`config.mk`:
```
export PLATFORM = sky130hd
export DESIGN_NAME = synth_freq_bcd_byte_writer_core
export DESIGN_NICKNAME = d
export VERILOG_FILES = /design/src/sfbcd_pkg.sv /design/src/sfbcd_front.sv /design/src/sfbcd_queue.sv /design/src/sfbcd_back.sv /design/src/synth_freq_bcd_byte_writer_core.sv
export SDC_FILE = /design/constraint.sdc
export NUM_CORES = 1
export LEC_CHECK = 0
export BUFFER_PORTS_ARGS = -buffer_cell sky130_fd_sc_hd__buf_2
export CAP_MARGIN = 30
export CORE_ASPECT_RATIO = 0.5
export CORE_UTILIZATION = 45
export DETAILED_ROUTE_END_ITERATION = 10
export GPL_TIMING_DRIVEN = 0
export PLACE_DENSITY = 0.65
export SETUP_SLACK_MARGIN = 0.05
export SLEW_MARGIN = 20
export SYNTH_ARGS = -nofsm -noshare
export SYNTH_HDL_FRONTEND = slang
export SYNTH_SLANG_ARGS = --single-unit
```
`constraint.sdc`:
```
create_clock -name clk_i -period 12.8 [get_ports clk_i]
set_input_delay 0.64 -clock clk_i [delete_from_list [all_inputs] [get_ports clk_i]]
set_output_delay 0.64 -clock clk_i [all_outputs]
set_load 0.02 [all_outputs]
```
`src/sfbcd_pkg.sv`:
```
`timescale 1ns / 1ps

package sfbcd_pkg;

  localparam int FREQ_W        = 35;
  localparam logic [FREQ_W-1:0] FREQ_LIMIT = 35'd20000000000;

  localparam int BCD_DIGITS    = 16;
  localparam int BCD_W         = 4 * BCD_DIGITS;

  localparam int SENT_BYTES    = 5;
  localparam int SENT_W        = 8 * SENT_BYTES;

  localparam int BITS_PER_STEP = 5;
  localparam int N_STEPS       = (FREQ_W + BITS_PER_STEP - 1) / BITS_PER_STEP;
  localparam int STEP_CNT_W    = $clog2(N_STEPS);

  localparam int ADDR_W        = 3;
  localparam logic [ADDR_W-1:0] ADDR_DATA    = 3'd0;
  localparam logic [ADDR_W-1:0] ADDR_TRAILER = 3'd1;

  localparam logic [7:0] DUMMY_BYTE   = 8'h06;
  localparam logic [7:0] TRAILER_BYTE = 8'hFF;

  localparam int WR_W = 3;
  localparam logic [WR_W-1:0] WR_DUMMY      = 3'd0;
  localparam logic [WR_W-1:0] WR_FIRST_BYTE = 3'd1;
  localparam logic [WR_W-1:0] WR_LAST_BYTE  = 3'd5;
  localparam logic [WR_W-1:0] WR_TRAILER    = 3'd6;

  localparam int QUEUE_DEPTH = 2;

  typedef struct packed {
    logic              range_err;
    logic [SENT_W-1:0] inv_bcd;
  } entry_t;

endpackage

```
`src/sfbcd_front.sv`:
```
`timescale 1ns / 1ps

module sfbcd_front (
  input  logic                       clk_i,
  input  logic                       rst_ni,
  input  logic                       in_valid_i,
  output logic                       in_stall_o,
  input  logic [sfbcd_pkg::FREQ_W-1:0] freq_tenth_hz_i,
  output logic                       push_valid_o,
  input  logic                       push_stall_i,
  output sfbcd_pkg::entry_t          push_entry_o
);
  import sfbcd_pkg::*;

  // shift-add-3 over a few input bits, most significant first
  function automatic logic [BCD_W-1:0] dabble_bits(logic [BCD_W-1:0] bcd,
                                                   logic [BITS_PER_STEP-1:0] bits);
    logic [BCD_W-1:0] acc;
    acc = bcd;
    for (int s = BITS_PER_STEP - 1; s >= 0; s--) begin
      for (int d = 0; d < BCD_DIGITS; d++) begin
        if (acc[4*d +: 4] >= 4'd5) begin
          acc[4*d +: 4] = acc[4*d +: 4] + 4'd3;
        end
      end
      acc = {acc[BCD_W-2:0], bits[s]};
    end
    return acc;
  endfunction

  localparam logic [STEP_CNT_W-1:0] LAST_STEP = STEP_CNT_W'(N_STEPS - 1);
  localparam int BIN_W = N_STEPS * BITS_PER_STEP;

  logic                  busy_q, busy_d;
  logic                  err_q, err_d;
  logic [STEP_CNT_W-1:0] cnt_q, cnt_d;
  logic [BIN_W-1:0]      bin_q, bin_d;
  logic [BCD_W-1:0]      bcd_q, bcd_d;
  logic [BCD_W-1:0]      bcd_nx;
  logic                  finishing;
  logic                  accept;

  assign bcd_nx     = dabble_bits(bcd_q, bin_q[BIN_W-1 -: BITS_PER_STEP]);
  assign finishing  = busy_q && (cnt_q == LAST_STEP);
  assign in_stall_o = busy_q && !(finishing && !push_stall_i);
  assign accept     = in_valid_i && !in_stall_o;

  assign push_valid_o           = finishing;
  assign push_entry_o.range_err = err_q;
  assign push_entry_o.inv_bcd   = ~bcd_nx[SENT_W-1:0];

  always_comb begin
    busy_d = busy_q;
    err_d  = err_q;
    cnt_d  = cnt_q;
    bin_d  = bin_q;
    bcd_d  = bcd_q;
    if (accept) begin
      busy_d = 1'b1;
      err_d  = freq_tenth_hz_i > FREQ_LIMIT;
      cnt_d  = '0;
      bin_d  = BIN_W'(freq_tenth_hz_i);
      bcd_d  = '0;
    end else if (finishing) begin
      if (!push_stall_i) begin
        busy_d = 1'b0;
      end
    end else if (busy_q) begin
      cnt_d = cnt_q + 1'b1;
      bin_d = bin_q << BITS_PER_STEP;
      bcd_d = bcd_nx;
    end
  end

  always_ff @(posedge clk_i or negedge rst_ni) begin
    if (!rst_ni) begin
      busy_q <= 1'b0;
      cnt_q  <= '0;
    end else begin
      busy_q <= busy_d;
      cnt_q  <= cnt_d;
    end
  end

  always_ff @(posedge clk_i) begin
    err_q <= err_d;
    bin_q <= bin_d;
    bcd_q <= bcd_d;
  end

endmodule

```
`src/sfbcd_queue.sv`:
```
`timescale 1ns / 1ps

module sfbcd_queue (
  input  logic              clk_i,
  input  logic              rst_ni,
  input  logic              push_valid_i,
  output logic              push_stall_o,
  input  sfbcd_pkg::entry_t push_entry_i,
  output logic              pop_valid_o,
  input  logic              pop_stall_i,
  output sfbcd_pkg::entry_t pop_entry_o
);
  import sfbcd_pkg::*;

  localparam int PTR_W = $clog2(QUEUE_DEPTH);
  localparam int CNT_W = $clog2(QUEUE_DEPTH + 1);
  localparam logic [CNT_W-1:0] FULL_CNT = CNT_W'(QUEUE_DEPTH);

  entry_t           slot_q [QUEUE_DEPTH];
  logic [PTR_W-1:0] wr_ptr_q, wr_ptr_d;
  logic [PTR_W-1:0] rd_ptr_q, rd_ptr_d;
  logic [CNT_W-1:0] fill_q, fill_d;
  logic             push, pop;

  assign push_stall_o = (fill_q == FULL_CNT);
  assign pop_valid_o  = (fill_q != '0);
  assign pop_entry_o  = slot_q[rd_ptr_q];
  assign push = push_valid_i && !push_stall_o;
  assign pop  = pop_valid_o && !pop_stall_i;

  always_comb begin
    wr_ptr_d = wr_ptr_q;
    rd_ptr_d = rd_ptr_q;
    fill_d   = fill_q;
    if (push) begin
      wr_ptr_d = (wr_ptr_q == PTR_W'(QUEUE_DEPTH - 1)) ? '0 : wr_ptr_q + 1'b1;
    end
    if (pop) begin
      rd_ptr_d = (rd_ptr_q == PTR_W'(QUEUE_DEPTH - 1)) ? '0 : rd_ptr_q + 1'b1;
    end
    if (push && !pop) begin
      fill_d = fill_q + 1'b1;
    end else if (pop && !push) begin
      fill_d = fill_q - 1'b1;
    end
  end

  always_ff @(posedge clk_i or negedge rst_ni) begin
    if (!rst_ni) begin
      wr_ptr_q <= '0;
      rd_ptr_q <= '0;
      fill_q   <= '0;
    end else begin
      wr_ptr_q <= wr_ptr_d;
      rd_ptr_q <= rd_ptr_d;
      fill_q   <= fill_d;
    end
  end

  always_ff @(posedge clk_i) begin
    if (push) begin
      slot_q[wr_ptr_q] <= push_entry_i;
    end
  end

`ifndef NO_ASSERTIONS
  a_fill_bound: assert property (@(posedge clk_i) disable iff (!rst_ni)
    fill_q <= FULL_CNT)
    else $error("queue fill count beyond depth");
  a_fill_track: assert property (@(posedge clk_i) disable iff (!rst_ni)
    (push && !pop) |=> fill_q == $past(fill_q) + 1'b1)
    else $error("queue fill count missed a push");
  a_ptr_gap: assert property (@(posedge clk_i) disable iff (!rst_ni)
    (fill_q == '0 || fill_q == FULL_CNT) |-> wr_ptr_q == rd_ptr_q)
    else $error("queue pointers out of step with fill count");
`endif

endmodule

```
`src/sfbcd_back.sv`:
```
`timescale 1ns / 1ps

module sfbcd_back (
  input  logic                         clk_i,
  input  logic                         rst_ni,
  input  logic                         pop_valid_i,
  output logic                         pop_stall_o,
  input  sfbcd_pkg::entry_t            pop_entry_i,
  output logic                         out_valid_o,
  input  logic                         out_stall_i,
  output logic [sfbcd_pkg::ADDR_W-1:0] aux_address_o,
  output logic [7:0]                   aux_data_o,
  output logic                         last_write_o,
  output logic                         range_error_o
);
  import sfbcd_pkg::*;

  logic [WR_W-1:0]   wr_idx_q, wr_idx_d;
  logic              out_valid_q, out_valid_d;
  logic [ADDR_W-1:0] addr_q, addr_d;
  logic [7:0]        data_q, data_d;
  logic              last_q, last_d;
  logic              err_q, err_d;
  logic              advance, issue, is_last;
  logic [WR_W-1:0]   byte_sel;
  logic [SENT_W-1:0] shifted;

  assign advance  = !out_valid_q || !out_stall_i;
  assign issue    = advance && pop_valid_i;
  assign byte_sel = wr_idx_q - WR_FIRST_BYTE;
  assign shifted  = pop_entry_i.inv_bcd >> {byte_sel, 3'b000};

  always_comb begin
    addr_d  = ADDR_DATA;
    data_d  = DUMMY_BYTE;
    is_last = 1'b0;
    if (pop_entry_i.range_err) begin
      data_d  = 8'h00;
      is_last = 1'b1;
    end else begin
      unique case (wr_idx_q) inside
        WR_DUMMY: begin
          data_d = DUMMY_BYTE;
        end
        [WR_FIRST_BYTE:WR_LAST_BYTE]: begin
          data_d = shifted[7:0];
        end
        WR_TRAILER: begin
          addr_d  = ADDR_TRAILER;
          data_d  = TRAILER_BYTE;
          is_last = 1'b1;
        end
        default: begin
          data_d = DUMMY_BYTE;
        end
      endcase
    end
  end

  assign last_d      = is_last;
  assign err_d       = pop_entry_i.range_err;
  assign pop_stall_o = !(issue && is_last);

  always_comb begin
    wr_idx_d    = wr_idx_q;
    out_valid_d = out_valid_q;
    if (issue) begin
      out_valid_d = 1'b1;
      wr_idx_d    = is_last ? WR_DUMMY : wr_idx_q + 1'b1;
    end else if (advance) begin
      out_valid_d = 1'b0;
    end
  end

  always_ff @(posedge clk_i or negedge rst_ni) begin
    if (!rst_ni) begin
      wr_idx_q    <= WR_DUMMY;
      out_valid_q <= 1'b0;
    end else begin
      wr_idx_q    <= wr_idx_d;
      out_valid_q <= out_valid_d;
    end
  end

  always_ff @(posedge clk_i) begin
    if (issue) begin
      addr_q <= addr_d;
      data_q <= data_d;
      last_q <= last_d;
      err_q  <= err_d;
    end
  end

  assign out_valid_o   = out_valid_q;
  assign aux_address_o = addr_q;
  assign aux_data_o    = data_q;
  assign last_write_o  = last_q;
  assign range_error_o = err_q;

`ifndef NO_ASSERTIONS
  a_err_is_last: assert property (@(posedge clk_i) disable iff (!rst_ni)
    (out_valid_o && range_error_o) |-> last_write_o)
    else $error("range error result not marked last");
  a_trailer_addr: assert property (@(posedge clk_i) disable iff (!rst_ni)
    (out_valid_o && last_write_o && !range_error_o) |->
      (aux_address_o == ADDR_TRAILER && aux_data_o == TRAILER_BYTE))
    else $error("final write is not the trailer");
  a_idx_rewind: assert property (@(posedge clk_i) disable iff (!rst_ni)
    (issue && is_last) |=> wr_idx_q == WR_DUMMY)
    else $error("write index not rewound after a run");
`endif

endmodule

```
`src/synth_freq_bcd_byte_writer_core.sv`:
```
`timescale 1ns / 1ps

// Channel   Direction  Handshake             Payload
// in        request    in_valid_i/in_stall_o freq_tenth_hz_i
// out       result     out_valid_o/out_stall_i aux_address_o, aux_data_o,
//                                            last_write_o, range_error_o
//
// The front converter takes five input bits a cycle; the next request is
// taken as the finished entry enters the queue. The back issues one bus
// write per cycle while an entry waits and the output is not stalled: 7 per
// request, or one flagged result for a frequency above 2000 MHz. Reset clears
// the busy flag, step counter, queue pointers, fill count, write index and
// output valid only; a stalled output holds the back, a full queue the front.
module synth_freq_bcd_byte_writer_core (
  input  logic                         clk_i,
  input  logic                         rst_ni,
  input  logic                         in_valid_i,
  output logic                         in_stall_o,
  input  logic [sfbcd_pkg::FREQ_W-1:0] freq_tenth_hz_i,
  output logic                         out_valid_o,
  input  logic                         out_stall_i,
  output logic [sfbcd_pkg::ADDR_W-1:0] aux_address_o,
  output logic [7:0]                   aux_data_o,
  output logic                         last_write_o,
  output logic                         range_error_o
);
  import sfbcd_pkg::*;

  // converted requests travel front to back as queue entries
  logic   push_valid, push_stall;
  entry_t push_entry;
  logic   pop_valid, pop_stall;
  entry_t pop_entry;

  // front: classify the range, then run the binary to BCD conversion
  sfbcd_front u_front (
    .clk_i           (clk_i),
    .rst_ni          (rst_ni),
    .in_valid_i      (in_valid_i),
    .in_stall_o      (in_stall_o),
    .freq_tenth_hz_i (freq_tenth_hz_i),
    .push_valid_o    (push_valid),
    .push_stall_i    (push_stall),
    .push_entry_o    (push_entry)
  );

  // two-entry queue decouples conversion from the bus writes
  sfbcd_queue u_queue (
    .clk_i        (clk_i),
    .rst_ni       (rst_ni),
    .push_valid_i (push_valid),
    .push_stall_o (push_stall),
    .push_entry_i (push_entry),
    .pop_valid_o  (pop_valid),
    .pop_stall_i  (pop_stall),
    .pop_entry_o  (pop_entry)
  );

  // back: sequence dummy byte, five inverted BCD bytes and the trailer, or a single flagged result
  sfbcd_back u_back (
    .clk_i         (clk_i),
    .rst_ni        (rst_ni),
    .pop_valid_i   (pop_valid),
    .pop_stall_o   (pop_stall),
    .pop_entry_i   (pop_entry),
    .out_valid_o   (out_valid_o),
    .out_stall_i   (out_stall_i),
    .aux_address_o (aux_address_o),
    .aux_data_o    (aux_data_o),
    .last_write_o  (last_write_o),
    .range_error_o (range_error_o)
  );

endmodule

```
==> flow_summary_export.csv, run 1 <==
group,metric,value,unit
sta,final_hold_vio_count,0,
route,detail_route.vias_per_cell,5.90,
setup_path,path_cells,"inv_1 -> ha_1 -> and2b_4 -> nor3_1 -> or2_2 -> ha_1 -> a21o_1 -> a211oi_2 -> nor2_1 -> inv_1 -> ha_1 -> o311ai_1 -> and2_1 -> ha_1 -> inv_1 -> a311o_1 -> a22oi_1 -> inv_1 -> ha_1 -> o21a_1 -> o31ai_1 -> o22ai_1",
setup_path,critPathMaxStageDelay,560,ps
die,core,0.0306,mm^2
cells_and_area,area_growth_syn_to_layout,10.5,%
global_routing,globalRoute.totalOverflow,0,
logic_synthesis,ys_warn_count,0,
sta,post-route-min-period,5340,ps
route,wirelength,35.3,mm
sta,rsz_0062_raised_after_global_routing,"no",
cells_and_area,design.final.nets,1723,
sta,timing_max_transition_violations_final,0,
clocking,post_cts_hold_fix_bufs,0,
die,die_w,253,um
setup_path,critical_path_class,"flop to flop",
sta,post-route-period-util,0.417,
route,drtIter0Drc,911,
cells_and_area,layout-drive-gt1-share,0.160,
route,ant_nets,0,
logic_synthesis,synth_seq_area_share,0.352,
global_routing,grt_pass1_vias,11600,
setup_path,critPathSlowestCell,"sky130_fd_sc_hd__o311ai_1",
logic_synthesis,synth_async_sr_flop_share,0.0663,
setup_path,crit_path_arrival_time,5610,ps
clocking,tritoncts.num_buffers,17,
logic_synthesis,portion_of_netlist_area_occupied_by_mux_cells,0.0825,
route,dr_total_vias,12200,
setup_path,worst_path_most_repeated_cell,"sky130_fd_sc_hd__ha_1",
die,design.portCount,54,
setup_path,worst_ep_required_time,13070,ps
global_routing,globalRouteTotalUtil,0.222,
placement,port_buffers,51,
logic_synthesis,postSynthCellCount,1553,
global_routing,grt_antenna_before_repair,1,
placement,detailed_place_hpwl,26.8,mm
worst_hold_path,min_path_type,"primary input to async pin",
cells_and_area,layout.cells.most_common,"sky130_fd_sc_hd__nand2_1",
sta,worst_clock_skew,9.05,ps
sta,timing.setup.tns,0,ps
route,met1_length,16.8,mm
logic_synthesis,synth_compound_area_frac,0.249,
logic_synthesis,post_synth_fa_ha_maj_area_fraction,0.0510,
route,met3_length,2.03,mm
setup_path,critical_path.max_fanout,7,
setup_path,timing.critical_path.from_type,"flop",
logic_synthesis,synth-simple-area-share,0.204,
setup_path,critPathCaptureType,"flop",
clocking,clkSinkCount,181,
status,outcome,"complete, no violations",
logic_synthesis,synth.ff_latch_count,181,
route,routedWlPerCell,17.1,um
clocking,post_cts_resize_count,0,
logic_synthesis,dominantRegCellSynth,"sky130_fd_sc_hd__edfxtp_1",
die,floorplan.initialDensity,0.462,
clocking,clk_transition_reported_paths,70,ps
route,post-route-drc-count,0,
placement,final_weighted_congestion_in_routability_driven_placement,0.892,
die,chipHeight,127,um
route,route.top_layer_used,"met4",
logic_synthesis,largest_family_of_logic_cells_by_synthesized_area,"compound AO/OA/AOI/OAI gates",
logic_synthesis,avgSynthCellArea,9.10,um^2
route,drt_pass1_iterations,5,
sta,total_of_endpoints_with_negative_setup_slack_in_the_final_report,0,
logic_synthesis,netlist_area,0.0141,mm^2
clocking,postCtsSetupBuffers,0,
global_routing,grt_max_degree,32,
sta,relSlewSlack,0.380,
logic_synthesis,synth.distinct_cells,125,
sta,maxClockFrequency,187,MHz
die,placement_rows,45,
global_routing,grt_first_pass_wirelength,57.5,mm
clocking,ctsLongestPathBuffers,2,
route,met2_length,15.9,mm
clocking,clk_root_buffer_cell,"sky130_fd_sc_hd__clkbuf_16",
clocking,clk-insertion-delay-late,430,ps
clocking,htree_num_levels,4,
clocking,tritoncts,"done",
logic_synthesis,synth_xor_xnor_area_share,0.0207,
flow_run,max-cap-violations,0,
sta,max_slew.worst_pin.slew,929,ps
die,die-area,0.0322,mm^2
cells_and_area,layout.cells.most_common_list,"243 x sky130_fd_sc_hd__nand2_1, 129 x sky130_fd_sc_hd__edfxtp_1, 88 x sky130_fd_sc_hd__nor2_1, 74 x sky130_fd_sc_hd__inv_1, 71 x sky130_fd_sc_hd__o21ai_0",
logic_synthesis,synth_enable_flop_cells,129,
==> kinds of logic after synthesis <==
| kind of cell | count (synthesis) |
|---|---|
| xor gates and xnor gates | 30 |
| adders and majority gates | 58 |
| muxes | 86 |
| and+or+nand+nor | 589 |
| other | 1 |
| AOI/OAI and AO/OA | 472 |
| DFF | 181 |
| buffers and inverters | 136 |
==> layout make-up <==
| cell class | instances | area [um^2] |
|---|---|---|
| clock inverters | 11 | 111 |
| plain buffers | 56 | 279 |
| multi-input cells | 1237 | 8600 |
| diodes | 1 | 2.50 |
| inverters | 80 | 300 |
| repair buffers | 55 | 342 |
| well taps | 423 | 529 |
| flip-flops and latches | 181 | 4970 |
| fillers | 2786 | 15000 |
| clock buffers | 21 | 493 |
==> worst paths after layout <==
check	cells past startpoint	slack, ps	to	startpoint
min in group clk_i	3	420	u_back.out_valid_o	out_stall_i
min reg2reg	0	460	u_queue.slot_q[1][40]	u_front.err_q
min	1	70	u_back.wr_idx_q[2]	rst_ni
max in group asynchronous	1	12500	u_queue.fill_q[0]	rst_ni
max	22	7460	u_front.bcd_q[17]	u_front.bcd_q[12]
max reg2reg	22	7460	u_front.bcd_q[17]	u_front.bcd_q[12]
==> state kept, by name, indices dropped and copies added, names as in the netlist <==
register	cells
u_queue.slot_q	82
u_front.bcd_q	40
u_front.bin_q	35
u_back.aux_data_o	8
u_back.wr_idx_q	3
u_front.cnt_q	3
u_queue.fill_q	2
u_back.aux_address_o	1
u_back.last_write_o	1
u_back.out_valid_o	1
u_back.range_error_o	1
u_front.busy_q	1
u_front.err_q	1
u_queue.rd_ptr_q	1
u_queue.wr_ptr_q	1
==> layer usage <==
metal / up-vias / GRT usage
met5: - / 0
met4: 0 / 0.0574
met2: 344 / 0.357
met1: 5792 / 0.309
met3: 51 / 0.0375
li1: 5990 / -
==> worst max-delay path, delay by kind of cell (launching register included) <==
family / cells / cell delay, ps
AO/OA/AOI/OAI: 8 / 2110
adder cells (fa/ha/maj): 5 / 1010
buffers and inverters: 4 / 350
flip-flops: 1 / 450
AND/OR/NAND/NOR: 5 / 1250
==> through the flow <==
stage | cell area (um^2) | cells | util | setup slack (ps) | hold WS, ps
floorplan | 14100 | 1554 | - | 8310 | 344
detailed placement | 15000 | 2031 | 0.490 | 7550 | 438
finish | 15600 | 2065 | 0.510 | 7460 | 75.0
global route | 15600 | 2064 | 0.510 | 6950 | 81.2
CTS | 15600 | 2063 | 0.510 | 7500 | 71.9
global placement | 14900 | 2028 | 0.487 | 7710 | 439
==> cell usage after synthesis, drive strengths merged, types with 23 or more instances <==
cell | number | share of area
nand2 | 244 | 0.065
edfxtp | 129 | 0.27
o21ai | 119 | 0.045
nor2 | 93 | 0.026
inv | 78 | 0.021
a21oi | 68 | 0.025
ha | 56 | 0.050
nand3 | 52 | 0.020
mux2i | 48 | 0.039
a211oi | 42 | 0.026
dfxtp | 40 | 0.057
clkbuf | 34 | 0.0097
nor3 | 34 | 0.014
or2 | 29 | 0.013
o211ai | 24 | 0.015
a211o | 23 | 0.014
a21o | 23 | 0.012
nand2b | 23 | 0.010
Power of run 1 is left out: the tool's default activity adds up to more than one toggle a clock period on the data nets, which glitch-free logic cannot reach.
==> run 2, diff against run 1 <==
--- a/config.mk
+++ b/config.mk
@@ -11,7 +11,7 @@
 export CORE_UTILIZATION = 45
 export DETAILED_ROUTE_END_ITERATION = 10
 export GPL_TIMING_DRIVEN = 0
-export PLACE_DENSITY = 0.65
+export PLACE_DENSITY = 0.67
 export SETUP_SLACK_MARGIN = 0.05
 export SLEW_MARGIN = 20
 export SYNTH_ARGS = -nofsm -noshare
==> constraint.sdc (replaced) <==
create_clock -name clk_i -period 4.6 [get_ports clk_i]
set_input_delay 0.23 -clock clk_i [delete_from_list [all_inputs] [get_ports clk_i]]
set_output_delay 0.23 -clock clk_i [all_outputs]
set_load 0.02 [all_outputs]
==> run 2 against run 1 <==
Die area stayed put. Core utilization increased by 3.4 points. Critical path depth is 1 lower. Hold slack worse by 65 ps. Via count up 0.27%. Final cell count increased by 2.1%. Non-clock buffer count up 45. Sequential share of layout area down 1.7 points. Worst setup slack got worse by 7300 ps. Count of clock-buffer cells in the layout is 2 lower. Sequential cell count stayed put.
==> flow_summary_export.csv, run 2 (synthesized netlist as in run 1, its figures left out) <==
group,metric,value,unit
die,placement_rows,45,
sta,relSlewSlack,0.443,
clocking,clk_root_buffer_cell,"sky130_fd_sc_hd__clkbuf_16",
cells_and_area,multi_input_area,0.00923,mm^2
placement,dpl_cell_area,0.0150,mm^2
route,detail_route.vias_per_cell,5.79,
sta,total_of_endpoints_with_negative_setup_slack_in_the_final_report,0,
die,chipHeight,127,um
setup_path,critical_path.max_fanout,8,
setup_path,worst_ep_required_time,4910,ps
status,outcome,"complete, no violations",
placement,detailedPlace.worstSlack,-641,ps
cells_and_area,layout.cells.most_common,"sky130_fd_sc_hd__nand2_1",
setup_path,worst_path_most_repeated_cell,"sky130_fd_sc_hd__ha_1",
sta,final_hold_vio_count,0,
global_routing,grt_pass1_vias,10800,
clocking,ctsLongestPathBuffers,2,
route,drt_pass1_iterations,5,
sta,worst_clock_skew,16.2,ps
setup_path,critical_path_class,"flop to flop",
route,dr_total_vias,12200,
clocking,htree_num_levels,4,
cells_and_area,sequential_cell_area,0.00501,mm^2
die,die_w,253,um
setup_path,r2r.worst_path.cells,21,
clocking,clk-insertion-delay-late,430,ps
die,core,0.0306,mm^2
global_routing,grt_first_pass_wirelength,54.2,mm
cells_and_area,largest_register_ffs,82,
cells_and_area,layout_top_registers,"u_queue.slot_q x82, u_front.bcd_q x40, u_front.bin_q x35",
global_routing,globalRouteTotalUtil,0.207,
cells_and_area,num_antenna_cells,0,
clocking,tritoncts.num_buffers,17,
cells_and_area,n_fill_cell,2808,
global_routing,grt_max_degree,45,
die,die-area,0.0322,mm^2
cells_and_area,final_design_area_no_fill,0.0167,mm^2
worst_hold_path,min_path_type,"primary input to flop",
setup_path,cp.depth,21,
die,design.portCount,54,
route,post-route-drc-count,0,
clocking,tritoncts,"done",
placement,final_weighted_congestion_in_routability_driven_placement,0.851,
setup_path,worst_path_top_cell_family_by_delay,"compound AO/OA/AOI/OAI gates",
cells_and_area,layout-drive-gt1-share,0.253,
sta,post-route-period-util,0.959,
setup_path,timing.critical_path.from_type,"flop",
global_routing,grt_antenna_before_repair,0,
sta,final.hold.worst_slack,9.84,ps
placement,detailed_place_hpwl,24.9,mm
sta,rsz_0062_raised_after_global_routing,"yes",
setup_path,path_cells,"inv_2 -> ha_1 -> nand2b_1 -> a211oi_2 -> buf_4 -> o211ai_4 -> a21o_4 -> and2_4 -> buf_6 -> ha_1 -> maj3_1 -> a22oi_4 -> o21ai_4 -> inv_1 -> ha_2 -> a2111oi_1 -> a2111o_1 -> and4_1 -> a211oi_1 -> o22a_2 -> o21ai_2",
flow_run,max-cap-violations,0,
route,wirelength,34.7,mm
route,routedWlPerCell,16.5,um
sta,timing_max_transition_violations_final,0,
clocking,clkSinkCount,181,
setup_path,critPathCaptureType,"flop",
route,ant_nets,0,
clocking,clk_transition_reported_paths,80,ps
setup_path,crit_path_arrival_time,4720,ps
worst_hold_path,hold-path-cell-count,3,
die,floorplan.initialDensity,0.462,
cells_and_area,area_growth_syn_to_layout,17.8,%
route,drtIter0Drc,1003,
cells_and_area,layout.core_utilization,0.544,
setup_path,critPathSlowestCell,"sky130_fd_sc_hd__a2111o_1",
setup_path,critPathMaxStageDelay,450,ps
sta,max_slew.worst_pin.slew,835,ps
cells_and_area,layout.cells.most_common_list,"238 x sky130_fd_sc_hd__nand2_1, 129 x sky130_fd_sc_hd__edfxtp_1, 80 x sky130_fd_sc_hd__nor2_1, 70 x sky130_fd_sc_hd__inv_1, 65 x sky130_fd_sc_hd__o21ai_0",
placement,port_buffers,51,
global_routing,globalRoute.totalOverflow,0,
sta,post-route-min-period,4410,ps
setup_path,critPathBufInv,4,
cells_and_area,design.final.nets,1768,
sta,maxClockFrequency,227,MHz
cells_and_area,register_with_the_most_flip_flops,"u_queue.slot_q",
sta,post-route-worst-setup-slack,190,ps
==> run 2: path summary, 6_finish.rpt <==
path / start / end / slack, ps
min: out_stall_i / u_back.out_valid_o / 10
max reg2reg: u_front.bcd_q[9] / u_front.bcd_q[14] / 190
max in group asynchronous: rst_ni / u_front.cnt_q[1] / 4170
max: u_front.bcd_q[9] / u_front.bcd_q[14] / 190
min in group asynchronous: rst_ni / u_back.out_valid_o / 210
min reg2reg: u_front.err_q / u_queue.slot_q[0][40] / 470
==> run 2: metal layers <==
metal / track usage / up-vias / part of all wire
li1: - / 6075 / -
met1: 0.304 / 5875 / 0.50
met2: 0.333 / 232 / 0.45
met3: 0.0242 / 28 / 0.041
met4: 0.0360 / 0 / 0.0080
met5: 0 / - / 0
==> run 2: worst reg2reg max path: cells and delay by family, from the launching register on <==
kind	cells	cell delay (ps)
AOI/OAI and AO/OA	10	1960
and+or+nand+nor	3	550
adders and majority gates	4	1000
buffers and inverters	4	430
DFF	1	360
==> run 2: final cells by class <==
type                       instances  share of cell area
buffer                            55              0.0176
timing repair buffer             101              0.0411
clock inverter                    13             0.00894
clock buffer                      19              0.0279
multi-input combinational       1237               0.554
sequential                       181               0.301
inverter                          80              0.0182
tap                              423              0.0318
==> run 2: what timing repair did <==
action | in CTS | in global routing
gates cloned | 0 | 0
setup buffers | 10 | 36
hold endpoints to repair | 12 | 0
pin swaps | 8 | 42
setup endpoints to repair | 62 | 99
hold buffers | 1 | 0
gates resized for setup | 42 | 134
==> run 2: stage by stage <==
| stage | std cells | TNS (ps) |
|---|---|---|
| after global placement | 2028 | -16880 |
| final | 2109 | 0 |
| after floorplan | 1554 | 0 |
| after CTS | 2074 | 0 |
| after detailed placement | 2031 | -9730 |
| after global routing | 2109 | 0 |
Power of run 2 is left out for the same reason.
